$ cat config.mk
export PLATFORM = sky130hd
export DESIGN_NAME = dynamic_priority_scheduler_unit
export DESIGN_NICKNAME = d
export VERILOG_FILES = /design/src/rtl/core/dps_pkg.sv /design/src/rtl/core/dps_cell.sv /design/src/rtl/core/dynamic_priority_scheduler_unit.sv
export SDC_FILE = /design/constraint.sdc
export NUM_CORES = 1
export LEC_CHECK = 0
export ABC_AREA = 0
export BUFFER_PORTS_ARGS = -buffer_cell sky130_fd_sc_hd__buf_2
export CORE_UTILIZATION = 40
export CTS_BUF_LIST = sky130_fd_sc_hd__clkbuf_4 sky130_fd_sc_hd__clkbuf_8 sky130_fd_sc_hd__clkbuf_16
export DETAILED_ROUTE_END_ITERATION = 10
export PLACE_DENSITY = 0.61
export SKIP_LAST_GASP = 1
export SLEW_MARGIN = 10
export SYNTH_ARGS = -nofsm -noshare
export SYNTH_HDL_FRONTEND = slang
export SYNTH_SLANG_ARGS = --single-unit
$ cat constraint.sdc
create_clock -name clk -period 8.7 [get_ports clk]
set_input_delay 0.87 -clock clk [delete_from_list [all_inputs] [get_ports clk]]
set_output_delay 0.87 -clock clk [all_outputs]
set_load 0.02 [all_outputs]
$ cat src/rtl/core/dps_pkg.sv
// ----------------------------------------------------------------------------
// dps_pkg
// Shared types and constants for the dynamic priority scheduler.
// ----------------------------------------------------------------------------
package dps_pkg;

  localparam int DPS_MAX_PROCS = 8;
  localparam int DPS_TIME_BITS = 8;

  localparam int ID_W  = 4;
  localparam int PRI_W = 8;
  localparam int OUT_TIME_W = 8;
  localparam int NEED_W = 8;
  localparam int CLK_W = 16;

  localparam logic CMD_LOAD = 1'b0;
  localparam logic CMD_TICK = 1'b1;

  localparam logic signed [PRI_W-1:0] PRI_MIN = {1'b1, {(PRI_W-1){1'b0}}};

  typedef enum logic [2:0] {
    STAT_RAN      = 3'd0,
    STAT_FINISHED = 3'd1,
    STAT_IDLE     = 3'd2,
    STAT_LOADED   = 3'd3,
    STAT_REJECTED = 3'd4
  } status_t;

  typedef enum logic [1:0] {
    ST_IDLE,
    ST_EXEC,
    ST_REINS
  } state_t;

  typedef enum logic [1:0] {
    OP_HOLD,
    OP_INSERT,
    OP_POP
  } cell_op_t;

  typedef struct packed {
    cell_op_t op;
    logic     strict;
  } cell_ctrl_t;

endpackage

$ cat src/rtl/core/dps_cell.sv
// ----------------------------------------------------------------------------
// dps_cell
// One slot of the sorted process chain: holds an entry, inserts or shifts.
// ----------------------------------------------------------------------------
module dps_cell #(
  parameter int TIME_BITS = dps_pkg::DPS_TIME_BITS
) (
  input  logic                                clk,
  input  logic                                rst,
  input  dps_pkg::cell_ctrl_t                 ctrl,
  input  logic [dps_pkg::ID_W-1:0]            new_id,
  input  logic [TIME_BITS-1:0]                new_used,
  input  logic [TIME_BITS-1:0]                new_left,
  input  logic signed [dps_pkg::PRI_W-1:0]    new_pri,
  input  logic                                prev_valid,
  input  logic [dps_pkg::ID_W-1:0]            prev_id,
  input  logic [TIME_BITS-1:0]                prev_used,
  input  logic [TIME_BITS-1:0]                prev_left,
  input  logic signed [dps_pkg::PRI_W-1:0]    prev_pri,
  input  logic                                next_valid,
  input  logic [dps_pkg::ID_W-1:0]            next_id,
  input  logic [TIME_BITS-1:0]                next_used,
  input  logic [TIME_BITS-1:0]                next_left,
  input  logic signed [dps_pkg::PRI_W-1:0]    next_pri,
  input  logic                                keep_in,
  output logic                                keep_out,
  output logic                                valid,
  output logic [dps_pkg::ID_W-1:0]            id,
  output logic [TIME_BITS-1:0]                used,
  output logic [TIME_BITS-1:0]                left,
  output logic signed [dps_pkg::PRI_W-1:0]    pri
);

  // entry stays in place when it ranks ahead of the new one
  assign keep_out = valid && (ctrl.strict ? (pri > new_pri) : (pri >= new_pri));

  always_ff @(posedge clk) begin
    if (rst) begin
      valid <= 1'b0;
    end else begin
      case (ctrl.op)
        dps_pkg::OP_INSERT: begin
          if (!keep_out) begin
            if (keep_in) begin
              valid <= 1'b1;
            end else begin
              valid <= prev_valid;
            end
          end
        end
        dps_pkg::OP_POP: begin
          valid <= next_valid;
        end
        default: begin
        end
      endcase
    end
  end

  always_ff @(posedge clk) begin
    case (ctrl.op)
      dps_pkg::OP_INSERT: begin
        if (!keep_out) begin
          if (keep_in) begin
            id   <= new_id;
            used <= new_used;
            left <= new_left;
            pri  <= new_pri;
          end else begin
            id   <= prev_id;
            used <= prev_used;
            left <= prev_left;
            pri  <= prev_pri;
          end
        end
      end
      dps_pkg::OP_POP: begin
        id   <= next_id;
        used <= next_used;
        left <= next_left;
        pri  <= next_pri;
      end
      default: begin
      end
    endcase
  end

endmodule

$ cat src/rtl/core/dynamic_priority_scheduler_unit.sv
// ----------------------------------------------------------------------------
// dynamic_priority_scheduler_unit
// Priority-ordered process table built as a chain of sorting cells.
// ----------------------------------------------------------------------------
// Input channel (in_valid/in_stall): command 0 loads a process (proc_id,
// need_time, start_priority) into the sorted table; command 1 runs one tick
// on the head entry. Output channel (out_valid/out_stall): one result per
// input transaction with status, process fields and the tick count.
// Timing: a transaction is registered on acceptance and executed in the
// EXEC state, where the result is written to the output register. A load
// inserts into the cell chain as it executes. A tick that leaves the
// process unfinished pops the chain, then reinserts the entry in the
// next cycle (REINS state); finished and idle ticks need no reinsert.
// The rate is set by the single compare-and-shift step of the cell chain.
// While the output register holds an untaken result, execution waits;
// the next input is accepted once the unit is back in idle, after any reinsert.
// Reset (rst, synchronous) empties the table and clears the tick count.
// ----------------------------------------------------------------------------
module dynamic_priority_scheduler_unit #(
  parameter int MAX_PROCS = dps_pkg::DPS_MAX_PROCS,
  parameter int TIME_BITS = dps_pkg::DPS_TIME_BITS
) (
  input  logic                                   clk,
  input  logic                                   rst,
  input  logic                                   in_valid,
  output logic                                   in_stall,
  input  logic                                   command,
  input  logic [dps_pkg::ID_W-1:0]               proc_id,
  input  logic [dps_pkg::NEED_W-1:0]             need_time,
  input  logic signed [dps_pkg::PRI_W-1:0]       start_priority,
  output logic                                   out_valid,
  input  logic                                   out_stall,
  output logic [2:0]                             status,
  output logic [dps_pkg::ID_W-1:0]               ran_id,
  output logic [dps_pkg::OUT_TIME_W-1:0]         used_time,
  output logic [dps_pkg::OUT_TIME_W-1:0]         left_time,
  output logic signed [dps_pkg::PRI_W-1:0]       new_priority,
  output logic [dps_pkg::CLK_W-1:0]              clock_now
);

  localparam int NW = (TIME_BITS > dps_pkg::NEED_W) ? TIME_BITS : dps_pkg::NEED_W;
  localparam logic [TIME_BITS-1:0] TIME_MAX = {TIME_BITS{1'b1}};

  dps_pkg::state_t   st, st_next;
  dps_pkg::cell_ctrl_t ctrl;

  logic                              cmd_q;
  logic [dps_pkg::ID_W-1:0]          id_q;
  logic [TIME_BITS-1:0]              need_q;
  logic signed [dps_pkg::PRI_W-1:0]  pri_q;

  logic [dps_pkg::ID_W-1:0]          hold_id;
  logic [TIME_BITS-1:0]              hold_used;
  logic [TIME_BITS-1:0]              hold_left;
  logic signed [dps_pkg::PRI_W-1:0]  hold_pri;

  logic [dps_pkg::CLK_W-1:0]         tick_count;

  logic [NW-1:0]                     need_ext;
  logic [TIME_BITS-1:0]              need_sat;

  logic                              c_valid [MAX_PROCS+2];
  logic [dps_pkg::ID_W-1:0]          c_id    [MAX_PROCS+2];
  logic [TIME_BITS-1:0]              c_used  [MAX_PROCS+2];
  logic [TIME_BITS-1:0]              c_left  [MAX_PROCS+2];
  logic signed [dps_pkg::PRI_W-1:0]  c_pri   [MAX_PROCS+2];
  logic                              keep    [MAX_PROCS+1];

  logic [dps_pkg::ID_W-1:0]          ins_id;
  logic [TIME_BITS-1:0]              ins_used;
  logic [TIME_BITS-1:0]              ins_left;
  logic signed [dps_pkg::PRI_W-1:0]  ins_pri;

  logic [TIME_BITS-1:0]              run_used;
  logic [TIME_BITS-1:0]              run_left;
  logic signed [dps_pkg::PRI_W-1:0]  run_pri;
  logic                              run_done;

  logic                              ofree;
  logic                              out_load;
  logic                              hold_load;
  logic                              tick_inc;
  logic                              empty;
  logic                              full;
  logic                              reject;

  dps_pkg::status_t                  res_status;
  logic [dps_pkg::ID_W-1:0]          res_id;
  logic [TIME_BITS-1:0]              res_used;
  logic [TIME_BITS-1:0]              res_left;
  logic signed [dps_pkg::PRI_W-1:0]  res_pri;

  assign need_ext = NW'(need_time);
  assign need_sat = (need_ext > NW'(TIME_MAX)) ? TIME_MAX : TIME_BITS'(need_ext);

  assign in_stall = (st != dps_pkg::ST_IDLE);

  always_ff @(posedge clk) begin
    if (in_valid && !in_stall) begin
      cmd_q  <= command;
      id_q   <= proc_id;
      need_q <= need_sat;
      pri_q  <= start_priority;
    end
  end

  // chain boundaries
  assign c_valid[0]           = 1'b0;
  assign c_id[0]              = '0;
  assign c_used[0]            = '0;
  assign c_left[0]            = '0;
  assign c_pri[0]             = '0;
  assign c_valid[MAX_PROCS+1] = 1'b0;
  assign c_id[MAX_PROCS+1]    = '0;
  assign c_used[MAX_PROCS+1]  = '0;
  assign c_left[MAX_PROCS+1]  = '0;
  assign c_pri[MAX_PROCS+1]   = '0;
  assign keep[0]              = 1'b1;

  for (genvar k = 0; k < MAX_PROCS; k++) begin : g_cell
    dps_cell #(
      .TIME_BITS(TIME_BITS)
    ) u_cell (
      .clk        (clk),
      .rst        (rst),
      .ctrl       (ctrl),
      .new_id     (ins_id),
      .new_used   (ins_used),
      .new_left   (ins_left),
      .new_pri    (ins_pri),
      .prev_valid (c_valid[k]),
      .prev_id    (c_id[k]),
      .prev_used  (c_used[k]),
      .prev_left  (c_left[k]),
      .prev_pri   (c_pri[k]),
      .next_valid (c_valid[k+2]),
      .next_id    (c_id[k+2]),
      .next_used  (c_used[k+2]),
      .next_left  (c_left[k+2]),
      .next_pri   (c_pri[k+2]),
      .keep_in    (keep[k]),
      .keep_out   (keep[k+1]),
      .valid      (c_valid[k+1]),
      .id         (c_id[k+1]),
      .used       (c_used[k+1]),
      .left       (c_left[k+1]),
      .pri        (c_pri[k+1])
    );
  end

  assign empty  = !c_valid[1];
  assign full   = c_valid[MAX_PROCS];
  assign reject = (need_q == '0) || full;

  // head entry after one tick
  assign run_used = (c_used[1] == TIME_MAX) ? TIME_MAX : c_used[1] + 1'b1;
  assign run_left = (c_left[1] == '0) ? '0 : c_left[1] - 1'b1;
  assign run_pri  = (c_pri[1] == dps_pkg::PRI_MIN) ? dps_pkg::PRI_MIN :
                    c_pri[1] - dps_pkg::PRI_W'(1);
  assign run_done = (run_left == '0);

  always_comb begin
    if (st == dps_pkg::ST_REINS) begin
      ins_id   = hold_id;
      ins_used = hold_used;
      ins_left = hold_left;
      ins_pri  = hold_pri;
    end else begin
      ins_id   = id_q;
      ins_used = '0;
      ins_left = need_q;
      ins_pri  = pri_q;
    end
  end

  assign ofree = !out_valid || !out_stall;

  always_comb begin
    st_next     = st;
    ctrl.op     = dps_pkg::OP_HOLD;
    ctrl.strict = 1'b0;
    out_load    = 1'b0;
    hold_load   = 1'b0;
    tick_inc    = 1'b0;
    res_status  = dps_pkg::STAT_IDLE;
    res_id      = '0;
    res_used    = '0;
    res_left    = '0;
    res_pri     = '0;
    case (st)
      dps_pkg::ST_IDLE: begin
        if (in_valid) begin
          st_next = dps_pkg::ST_EXEC;
        end
      end
      dps_pkg::ST_EXEC: begin
        if (cmd_q == dps_pkg::CMD_LOAD) begin
          res_status = reject ? dps_pkg::STAT_REJECTED : dps_pkg::STAT_LOADED;
          res_id     = id_q;
          res_left   = need_q;
          res_pri    = pri_q;
        end else if (!empty) begin
          res_status = run_done ? dps_pkg::STAT_FINISHED : dps_pkg::STAT_RAN;
          res_id     = c_id[1];
          res_used   = run_used;
          res_left   = run_left;
          res_pri    = run_pri;
        end
        if (ofree) begin
          out_load = 1'b1;
          st_next  = dps_pkg::ST_IDLE;
          if (cmd_q == dps_pkg::CMD_LOAD) begin
            if (!reject) begin
              ctrl.op = dps_pkg::OP_INSERT;
            end
          end else if (!empty) begin
            tick_inc  = 1'b1;
            hold_load = 1'b1;
            ctrl.op   = dps_pkg::OP_POP;
            if (!run_done) begin
              st_next = dps_pkg::ST_REINS;
            end
          end
        end
      end
      dps_pkg::ST_REINS: begin
        ctrl.op     = dps_pkg::OP_INSERT;
        ctrl.strict = 1'b1;
        st_next     = dps_pkg::ST_IDLE;
      end
      default: begin
        st_next = dps_pkg::ST_IDLE;
      end
    endcase
  end

  always_ff @(posedge clk) begin
    if (rst) begin
      st <= dps_pkg::ST_IDLE;
    end else begin
      st <= st_next;
    end
  end

  always_ff @(posedge clk) begin
    if (hold_load) begin
      hold_id   <= c_id[1];
      hold_used <= run_used;
      hold_left <= run_left;
      hold_pri  <= run_pri;
    end
  end

  always_ff @(posedge clk) begin
    if (rst) begin
      tick_count <= '0;
    end else if (tick_inc) begin
      tick_count <= tick_count + 1'b1;
    end
  end

  always_ff @(posedge clk) begin
    if (rst) begin
      out_valid <= 1'b0;
    end else if (out_load) begin
      out_valid <= 1'b1;
    end else if (!out_stall) begin
      out_valid <= 1'b0;
    end
  end

  always_ff @(posedge clk) begin
    if (out_load) begin
      status       <= res_status;
      ran_id       <= res_id;
      used_time    <= dps_pkg::OUT_TIME_W'(res_used);
      left_time    <= dps_pkg::OUT_TIME_W'(res_left);
      new_priority <= res_pri;
      clock_now    <= tick_inc ? tick_count + 1'b1 : tick_count;
    end
  end

endmodule

# --- Word-level counts from Yosys, hierarchy flattened ---
# Index checks and enable logic that the tools add are counted.
totals:
  regBits: 347
  in_bits: 25
  output_inout_bits: 49
classes:
  reduce_logical: 30
  muxes: 161
  eq_ne: 17
  add_sub_neg: 4
  n_lt_le_gt_ge: 17
op_table:
  columns: ["operator", "count"]
  rows:
  - ["two-way mux 8 bit", 55]
  - ["one-hot mux 8 bit (2 select lines)", 24]
  - ["two-way mux 4 bit", 18]
  - ["greater-or-equal comparator 8 bit", 8]
  - ["greater-than comparator 8 bit", 8]
  - ["one-hot mux 4 bit (2 select lines)", 8]
  - ["two-way mux 1 bit", 34]
  - ["zero test 8 bit", 3]
  - ["!= test 2 bit (second input constant)", 10]
  - ["two-way mux 2 bit", 9]
  - ["AND reduction 2 bit", 9]
  - ["adder 16 x 1 -> 16 bit (second input constant)", 1]
  - ["== test 8 bit (second input constant)", 2]
  - ["two-way mux 16 bit", 1]
  - ["one-hot mux 1 bit (2 select lines)", 8]
  - ["logical AND 1 bit", 9]
  - ["adder 8 x 1 -> 8 bit (second input constant)", 1]
  - ["greater-than comparator 8 bit (second input constant)", 1]
  - ["one-hot mux 2 bit (2 select lines)", 2]
  - ["subtractor 8 x 1 -> 8 bit (second input constant)", 1]
  - ["subtractor 8 x 2 -> 8 bit (second input constant)", 1]
  - ["two-way mux 3 bit", 2]
  - ["== test 2 x 1 -> 1 bit (second input constant)", 2]
  - ["== test 2 bit (second input constant)", 2]
  - ["other kinds (6)", 10]

# --- Longest topological paths before layout ---
# Gate-level depths: netlist (run 1).
depth:
  depth_word: 9
  mapped_depth: 15
  ltp_nobuf: 11

# --- Hierarchy ---
# From an unflattened synthesis (run 1), not the netlist that was laid out.
hier_totals:
  hier_cells: 1709
  hier_area_um2: 19287.2
by_module_without_submodules:
  columns: ["module", "seq_area_each_um2", "cells_per_inst", "area_each_um2", "n_inst"]
  rows:
  - ["dps_cell at g_cell[0].u_cell ...", 860.8, 163, 1757.9, 7]
  - ["dynamic_priority_scheduler_unit", 3263.1, 406, 5210.0, 1]
  - ["dps_cell at g_cell[7].u_cell", 860.8, 162, 1771.7, 1]

# --- Worst setup path after synthesis (run 1) ---
# Ideal clock, no wire load.
synth_timing:
  path_type: "register -> register"
  start: "register st[0]"
  end: "register g_cell[5].u_cell.id[0] (netlist name), enable pin"
  arrival_time_ns: 4.867
  required_ns: 8.248
  setup_time_ns: 0.452
  n_path_buf: 2
  period_less_slack_ns: 5.319
  setup_slack_ns: 3.381
  path_stages_with_launch: 13
  path_cell_list: "dfxtp_1 > inv_1 > ha_1 > buf_4 > clkbuf_1 > mux2i_1 > ha_1 > and4_1 > nand2_1 > or4_1 > nand3_1 > nor2_1 > o21ai_0"
synth_via:
  elab_chain_len: 7
  word_cells_on_any_way: 14
synth_lines:
  columns: ["item", "line_no", "source"]
  rows:
  - ["from (decl)", "dynamic_priority_scheduler_unit.sv:44", "dps_pkg::state_t st, st_next;"]
  - ["from (signal assigned)", "dynamic_priority_scheduler_unit.sv:239", "st <= dps_pkg::ST_IDLE;"]
  - ["from (signal assigned)", "dynamic_priority_scheduler_unit.sv:241", "st <= st_next;"]
  - ["== test 2 bit", "dynamic_priority_scheduler_unit.sv:163, dynamic_priority_scheduler_unit.sv:190", null]
  - ["two-way mux 8 bit", "dynamic_priority_scheduler_unit.sv:163", "if (st == dps_pkg::ST_REINS) begin"]
  - ["greater-or-equal comparator 8 bit or greater-than comparator 8 bit (tied branches)", "dps_cell.sv:35", "assign keep_out = valid && (ctrl.strict ? (pri > new_pri) : (pri >= new_pri));"]
  - ["two-way mux 1 bit", "dps_cell.sv:35", null]
  - ["logical AND 1 bit", "dps_cell.sv:35", null]
  - ["!= test 2 bit (no source line)", null, null]
  - ["AND reduction 2 bit (no source line) *", null, null]
  - ["to (signal assigned)", "dps_cell.sv:65", "id <= new_id;"]
  - ["to (signal assigned)", "dps_cell.sv:70", "id <= prev_id;"]
  - ["to (signal assigned)", "dps_cell.sv:78", "id <= next_id;"]
  - ["to (decl)", "dps_cell.sv:28", "output logic [dps_pkg::ID_W-1:0] id,"]
# Every way passes the cells marked *; elsewhere a longest branch is shown, timed or not.
# A chain may end at the register's enable or synchronous reset.

# --- Final worst setup path (run 1) ---
layout_timing:
  start: "register st[0]"
  end: "register g_cell[0].u_cell.pri[3] (netlist name), enable pin"
layout_via:
  elab_chain_len: 7
  word_cells_on_any_way: 14
layout_lines:
  columns: ["item", "line_no", "source"]
  rows:
  - ["== test 2 bit", "dynamic_priority_scheduler_unit.sv:163, dynamic_priority_scheduler_unit.sv:190", null]
  - ["two-way mux 8 bit", "dynamic_priority_scheduler_unit.sv:163", null]
  - ["greater-or-equal comparator 8 bit or greater-than comparator 8 bit (tied branches)", "dps_cell.sv:35", null]
  - ["two-way mux 1 bit", "dps_cell.sv:35", null]
  - ["logical AND 1 bit", "dps_cell.sv:35", null]
  - ["!= test 2 bit (no source line)", null, null]
  - ["AND reduction 2 bit (no source line) *", null, null]
  - ["to (signal assigned)", "dps_cell.sv:68", "pri <= new_pri;"]
  - ["to (signal assigned)", "dps_cell.sv:73", "pri <= prev_pri;"]
  - ["to (signal assigned)", "dps_cell.sv:81", "pri <= next_pri;"]
  - ["to (decl)", "dps_cell.sv:31", "output logic signed [dps_pkg::PRI_W-1:0] pri"]
# Marked as above.

==> qor.csv, run 1 <==
metric,value,unit
gr-total-overflow,0,
slowest_stage,nor4b_2,
grt_pass1_wl,71000,um
hold_viol_final,0,
postCtsSetupBuffers,0,
wire_per_inst,19.8,um
syn_inst,1608,
p_per_area,187,nW/um2
cts_hold_buf,0,
synth_top_family_by_area,compound AO/OA/AOI/OAI gates,
drive_gt1_share,11.8,%
track_usage,19.9,%
yosys-top-cells-area,"edfxtp_1 54%, nand2_1 5.1%, o221ai_1 4.9%",
synth_top_area_cell,edfxtp_1,
cap_violations,0,
synth_top_area_share,53.8,%
crit_cells,12,
grt_max_degree,81,
drc,0,
coreArea,44100,um2
clockBufferDepth,3,
yosys_warnings,0,
initial_core_util,40.5,%
post-route-min-period,5130,ps
rows,77,
place_ws,3240,ps
die_w,213,um
cp-end-kind,flip-flop,
finalWeightedCongestion,0.911,
area_growth,12.4,%
tightestPinTransition,1200,ps
routed_wl,45000,um
cts-root-buf,clkbuf_16,
dp_hpwl,32200,um
r2r_cells,12,
cts-htree-levels,2,
cts_tree,done,
first_pass_iters,5,
worstPathArrival,5300,ps
crit_fanout,59,
synth_area,17900,um2
setup_viol_count_final,0,
synthSimpleGateAreaFrac,12.4,%
synth-edff-count,320,
nets,1730,
cts_buffers,39,
crit_type,flip-flop to flip-flop,
synth_nets,1690,
antenna_found_initial,0,
yosysSeqAreaShare,56.8,%
cp_cell_sequence,"inv_1, ha_2, buf_4, mux2_2, inv_1, ha_1, nand4_1, nor2_1, nor4b_2, a2111o_1, nand3_1, nand2_2",
critPathTopFamily,simple AND/OR/NAND/NOR gates,
numClockSinks,347,
fp.dieH,213,um
cts-resized-gates,0,
rsz0062_at_grt,false,
yosysUniqueCellTypes,59,
synth_compound_area_share,16.5,%
p_leak,7.59,nW
finalSetupTns,0,ps
hp-class,primary input to flip-flop,
min_path_cells,1,
synth-seq-cells,347,
die_area,45500,um2
start_kind,flip-flop,
port_buffers,73,
async_flop_share,0,%
avgSynthCellArea,11.1,um2
path_clk_slew,60,ps
synth_mux_area_share,2.93,%
cpMostUsedCell,inv_1,
critPathRequiredTime,8870,ps
synthAdderAreaFrac,4.38,%
fin_worst_skew,20.5,ps
max_freq,0.195,GHz
fin_crit_sh,59.0,%
cpPeakStageDelay,950,ps
diodes,0,
ios,74,
synthXorXnorAreaFrac,1.86,%
grt_pass1_vias,12287,
fin_ws,3570,ps
relSlewSlack,19.9,%
peakVddDrop,0.000131,V
status,finished clean,
ys.flop_type,edfxtp_1,
clkLatencyLatePin,560,ps
crit_buf_inv,3,
vias,12906,
drtAntennaViolNets,0,
vias_per_cell,5.69,
drtIter0Drc,1288,
drv_slew,0,
## stage by stage
stage	power (W)	utilization (%)	std cells	hold slack, ps	instance area (um2)
4_1_cts	0.00378	45.5	2268	467	20100
2_1_floorplan	0.00206	-	1608	452	17900
3_5_place_dp	0.00214	42.6	2199	504	18800
6_report	0.00375	45.5	2268	489	20100
3_3_place_gp	0.00213	42.6	2199	492	18800
5_1_grt	0.00387	45.5	2268	473	20100
## flip-flops by register name (all words and copies together), names as in the netlist, 2 cells and up
signal and flops:
hold_id 4, st 2, pri_q 8, hold_pri 8, clock_now 16, g_cell.u_cell.used 64, tick_count 16, g_cell.u_cell.valid 8
g_cell.u_cell.left 64, left_time 8, g_cell.u_cell.pri 64, status 3, used_time 8, g_cell.u_cell.id 32, id_q 4, ran_id 4
need_q 8, new_priority 8, hold_used 8, hold_left 8
## power by group
group | switching (W) | total [W] | internal [W]
clock network | 0.000680 | 0.00165 | 0.000966
registers | 0.0000225 | 0.00188 | 0.00186
logic | 0.000149 | 0.000227 | 0.0000780
total | 0.000851 | 0.00375 | 0.00290
## worst register-to-register path, stage by stage (launching register included)
cell and delay (ps):
dfxtp_1 320, inv_1 80, ha_2 160, buf_4 530
mux2_2 440, inv_1 310, ha_1 220, nand4_1 150
nor2_1 100, nor4b_2 950, a2111o_1 750, nand3_1 190
nand2_2 540
## kinds of logic after synthesis
logic type	count (synthesis)
simple gates	480
compound gates	396
flops	347
buf+inv	235
fa+ha+maj	64
mux	48
xor+xnor	38
## layout by cell type, fill, tap and decap left out, types with 10 or more instances in the layout
cell       count
edfxtp_1     320
nand2_1      240
inv_1        136
o221ai_1     100
nor2_1        75
a21oi_1       73
buf_2         73
a221o_1       60
ha_1          56
o21ai_0       44
clkbuf_16     39
and2_1        36
mux2i_1       31
xnor2_1       28
nand3_1       27
dfxtp_1       27
buf_4         25
o21a_1        24
a31oi_1       18
nor2b_1       16
mux2_2        15
a21o_1        15
and3_1        13
nor3_1        13
o311ai_0      10
xor2_1        10
## worst paths after layout
path | from | to | slack [ps]
min | need_time[3] | need_q[3]$_DFFE_PP_ | 490
max reg2reg | st[0]$_SDFFE_PP0P_ | g_cell[0].u_cell.pri[3]$_DFFE_PP_ | 3570
min reg2reg | g_cell[0].u_cell.id[0]$_DFFE_PP_ | hold_id[0]$_DFFE_PP_ | 510
max | st[0]$_SDFFE_PP0P_ | g_cell[0].u_cell.pri[3]$_DFFE_PP_ | 3570
## per-layer routing
| metal | GRT usage [%] | part of all wire [%] |
|---|---|---|
| met5 | 0 | 0 |
| met4 | 4.85 | 1.7 |
| met3 | 2.28 | 6.3 |
| met2 | 31.2 | 46 |
| met1 | 29.4 | 46 |
## cell usage after synthesis, drive strengths merged, types with 18 or more instances
cell	number
a21oi	73
a221o	60
a31oi	18
and2	37
buf	22
clkbuf	77
dfxtp	27
edfxtp	320
ha	57
inv	136
mux2i	33
nand2	241
nand3	27
nor2	76
o21a	24
o21ai	54
o221ai	100
xnor2	28
## cell type report
cell class                 instances  area, um2
fill                            4064      24000
sequential                       347      10100
inverter                         136        510
multi-input combinational       1026       6860
timing repair buffer              98        553
tap                              592        741
clock inverter                    20        214
clock buffer                      49       1060
No activity file was read; power rests on OpenSTA's default activity.
==> inputs of run 2 (changes only) <==
--- a/config.mk
+++ b/config.mk
@@ -5,7 +5,7 @@
 export SDC_FILE = /design/constraint.sdc
 export NUM_CORES = 1
 export LEC_CHECK = 0
-export ABC_AREA = 0
+export ABC_AREA = 1
 export BUFFER_PORTS_ARGS = -buffer_cell sky130_fd_sc_hd__buf_2
 export CORE_UTILIZATION = 40
 export CTS_BUF_LIST = sky130_fd_sc_hd__clkbuf_4 sky130_fd_sc_hd__clkbuf_8 sky130_fd_sc_hd__clkbuf_16
==> constraint.sdc (replaced) <==
create_clock -name clk -period 5.1 [get_ports clk]
set_input_delay 0.51 -clock clk [delete_from_list [all_inputs] [get_ports clk]]
set_output_delay 0.51 -clock clk [all_outputs]
set_load 0.02 [all_outputs]
==> qor.csv, run 2 <==
metric,value,unit
hold_viol_final,0,
hp-class,primary input to flip-flop,
diodes,0,
area_growth,12.5,%
dp_hpwl,33500,um
dr.max_layer_used,met4,
fin_worst_skew,23.8,ps
relSlewSlack,20.8,%
cp-end-kind,flip-flop,
slowest_stage,o21ai_1,
synth_nets,2161,
drtIter0Drc,1512,
rsz0062_at_grt,false,
met2_wirelength,21700,um
cpMostUsedCell,nand2_1,
drive_gt1_share,10.9,%
combinationalPowerShare,6.1,%
p_per_area,310,nW/um2
syn_inst,2079,
async_flop_share,0,%
peakVddDrop,0.000226,V
hold_start,need_time[7],
place_area,19500,um2
ios,74,
crit_start,st[0]$_SDFFE_PP0P_,
ys.flop_type,edfxtp_1,
synth_top_area_cell,edfxtp_1,
wl_met3,3070,um
switchingPower,0.00148,W
clkLatencyLatePin,550,ps
drt-met1-wl,22400,um
p_leak,8.44,nW
cts_tree,done,
die_area,47100,um2
yosysMostFrequentCell,nand2_1,
cap_violations,0,
grt_max_degree,121,
coreArea,45500,um2
sequentialPowerShare,49.4,%
avgSynthCellArea,8.90,um2
routed_wl,48100,um
clockBufferDepth,3,
setup_viol_count_final,0,
synth-edff-count,320,
mostFrequentLayoutCell,nand2_1,
drv_slew,0,
gr-total-overflow,0,
vias,14759,
vias_per_cell,5.35,
initial_core_util,40.7,%
reg2reg_from,st[0]$_SDFFE_PP0P_,
synthTopCellsByCount,"468 x nand2_1, 320 x edfxtp_1, 221 x nor2_1, 194 x inv_1",
top_regs,"g_cell.u_cell.left (64), g_cell.u_cell.pri (64), g_cell.u_cell.used (64)",
synth_top_area_share,52.0,%
yosysSeqAreaShare,54.9,%
die_w,217,um
p_int,0.00496,W
start_kind,flip-flop,
final_cell_mix,"468 x nand2_1, 320 x edfxtp_1, 220 x nor2_1",
path_clk_slew,60,ps
max_freq,0.214,GHz
placedCellCount,2689,
cts-root-buf,clkbuf_16,
cts-htree-levels,2,
tightestPinTransition,1180,ps
yosys-top-cells-area,"edfxtp_1 52%, nand2_1 9.5%, a21oi_1 5.1%",
track_usage,20.3,%
final_cells,2761,
cts_hold_buf,0,
cpPeakStageDelay,790,ps
sw_frac_of_total,22.9,%
critPathRequiredTime,5290,ps
yosysUniqueCellTypes,44,
finalSetupTns,0,ps
crit_fanout,29,
antenna_found_initial,0,
cts-resized-gates,0,
synth-seq-cells,347,
yosys_warnings,0,
fp.dieH,217,um
cts_buffers,39,
status,finished clean,
drtAntennaViolNets,0,
grt_pass1_vias,13960,
final_cell_area,20800,um2
numClockSinks,347,
port_buffers,73,
rows,78,
cp_cell_sequence,"inv_1, ha_1, o21ai_1, inv_1, ha_1, a21o_1, a21oi_1, nand2_1, nand2_1, nand3_2, nand2_2, nand2_1, nand2_1, buf_4",
worstPathArrival,4870,ps
fin_crit_sh,91.8,%
grt_pass1_wl,76900,um
post-route-min-period,4680,ps
wire_per_inst,17.4,um
drc,0,
nets,2212,
power.share.clock,44.5,%
crit_type,flip-flop to flip-flop,
first_pass_iters,5,
postCtsSetupBuffers,0,
synth_area,18500,um2
finalWeightedCongestion,0.878,
## run 2: final cells by class
type                            instances  area, um2
Timing Repair Buffer                  114        748
Inverter                              203        772
Sequential cell                       347      10100
Tap cell                              600        751
Multi-Input combinational cell       1425       7090
Clock inverter                         22        219
Fill cell                            4367      24700
Clock buffer                           50       1070
## run 2: through the flow
stage / power (W) / hold WS [ps] / setup WS (ps) / utilization, %
floorplan: 0.00349 / 426 / 35.4 / -
global placement: 0.00363 / 430 / 678 / 42.9
detailed placement: 0.00363 / 438 / 524 / 42.9
CTS: 0.00648 / 115 / 475 / 45.7
global route: 0.00664 / 121 / 155 / 45.7
finish: 0.00644 / 136 / 418 / 45.7
## run 2: cells by family (layout without fill, tap and decap cells)
family          count (synthesis)  count (layout)  synth area share (%)
simple gates                  949             949                  21.9
compound gates                405             405                  11.8
flops                         347             347                  54.9
buf+inv                       307             389                  6.91
fa+ha+maj                      57              57                  3.86
xor+xnor                       14              14                 0.663
## run 2: final timing paths
path | to | slack, ps | depth (start not counted)
hold reg to reg | hold_id[2]$_DFFE_PP_ | 450 | 0
setup / recovery | g_cell[1].u_cell.used[1]$_DFFE_PP_ | 420 | 14
setup reg to reg | g_cell[1].u_cell.used[1]$_DFFE_PP_ | 420 | 14
hold / removal | need_q[7]$_DFFE_PP_ | 140 | 1
## run 2: per-layer routing
metal | vias to the layer above | track usage, %
li1 | 7187 | -
met1 | 6962 | 29.4
met2 | 545 | 31.8
met3 | 65 | 3.02
met4 | 0 | 5.26
met5 | - | 0
## run 2: worst max-delay path: cells and delay by family, from the launching register on
kind / cells / cell delay [ps]
and+or+nand+nor: 6 / 1080
AOI/OAI and AO/OA: 3 / 1130
DFF: 1 / 360
adders and majority gates: 2 / 810
buffers and inverters: 3 / 920
## run 2: power by group through the flow
stage | clock network (W) | logic, W | registers, W
detailed placement | 0 | 0.000392 | 0.00324
global route | 0.00301 | 0.000439 | 0.00318
CTS | 0.00290 | 0.000394 | 0.00318
global placement | 0 | 0.000386 | 0.00324
finish | 0.00287 | 0.000396 | 0.00318
floorplan | 0 | 0.000241 | 0.00325
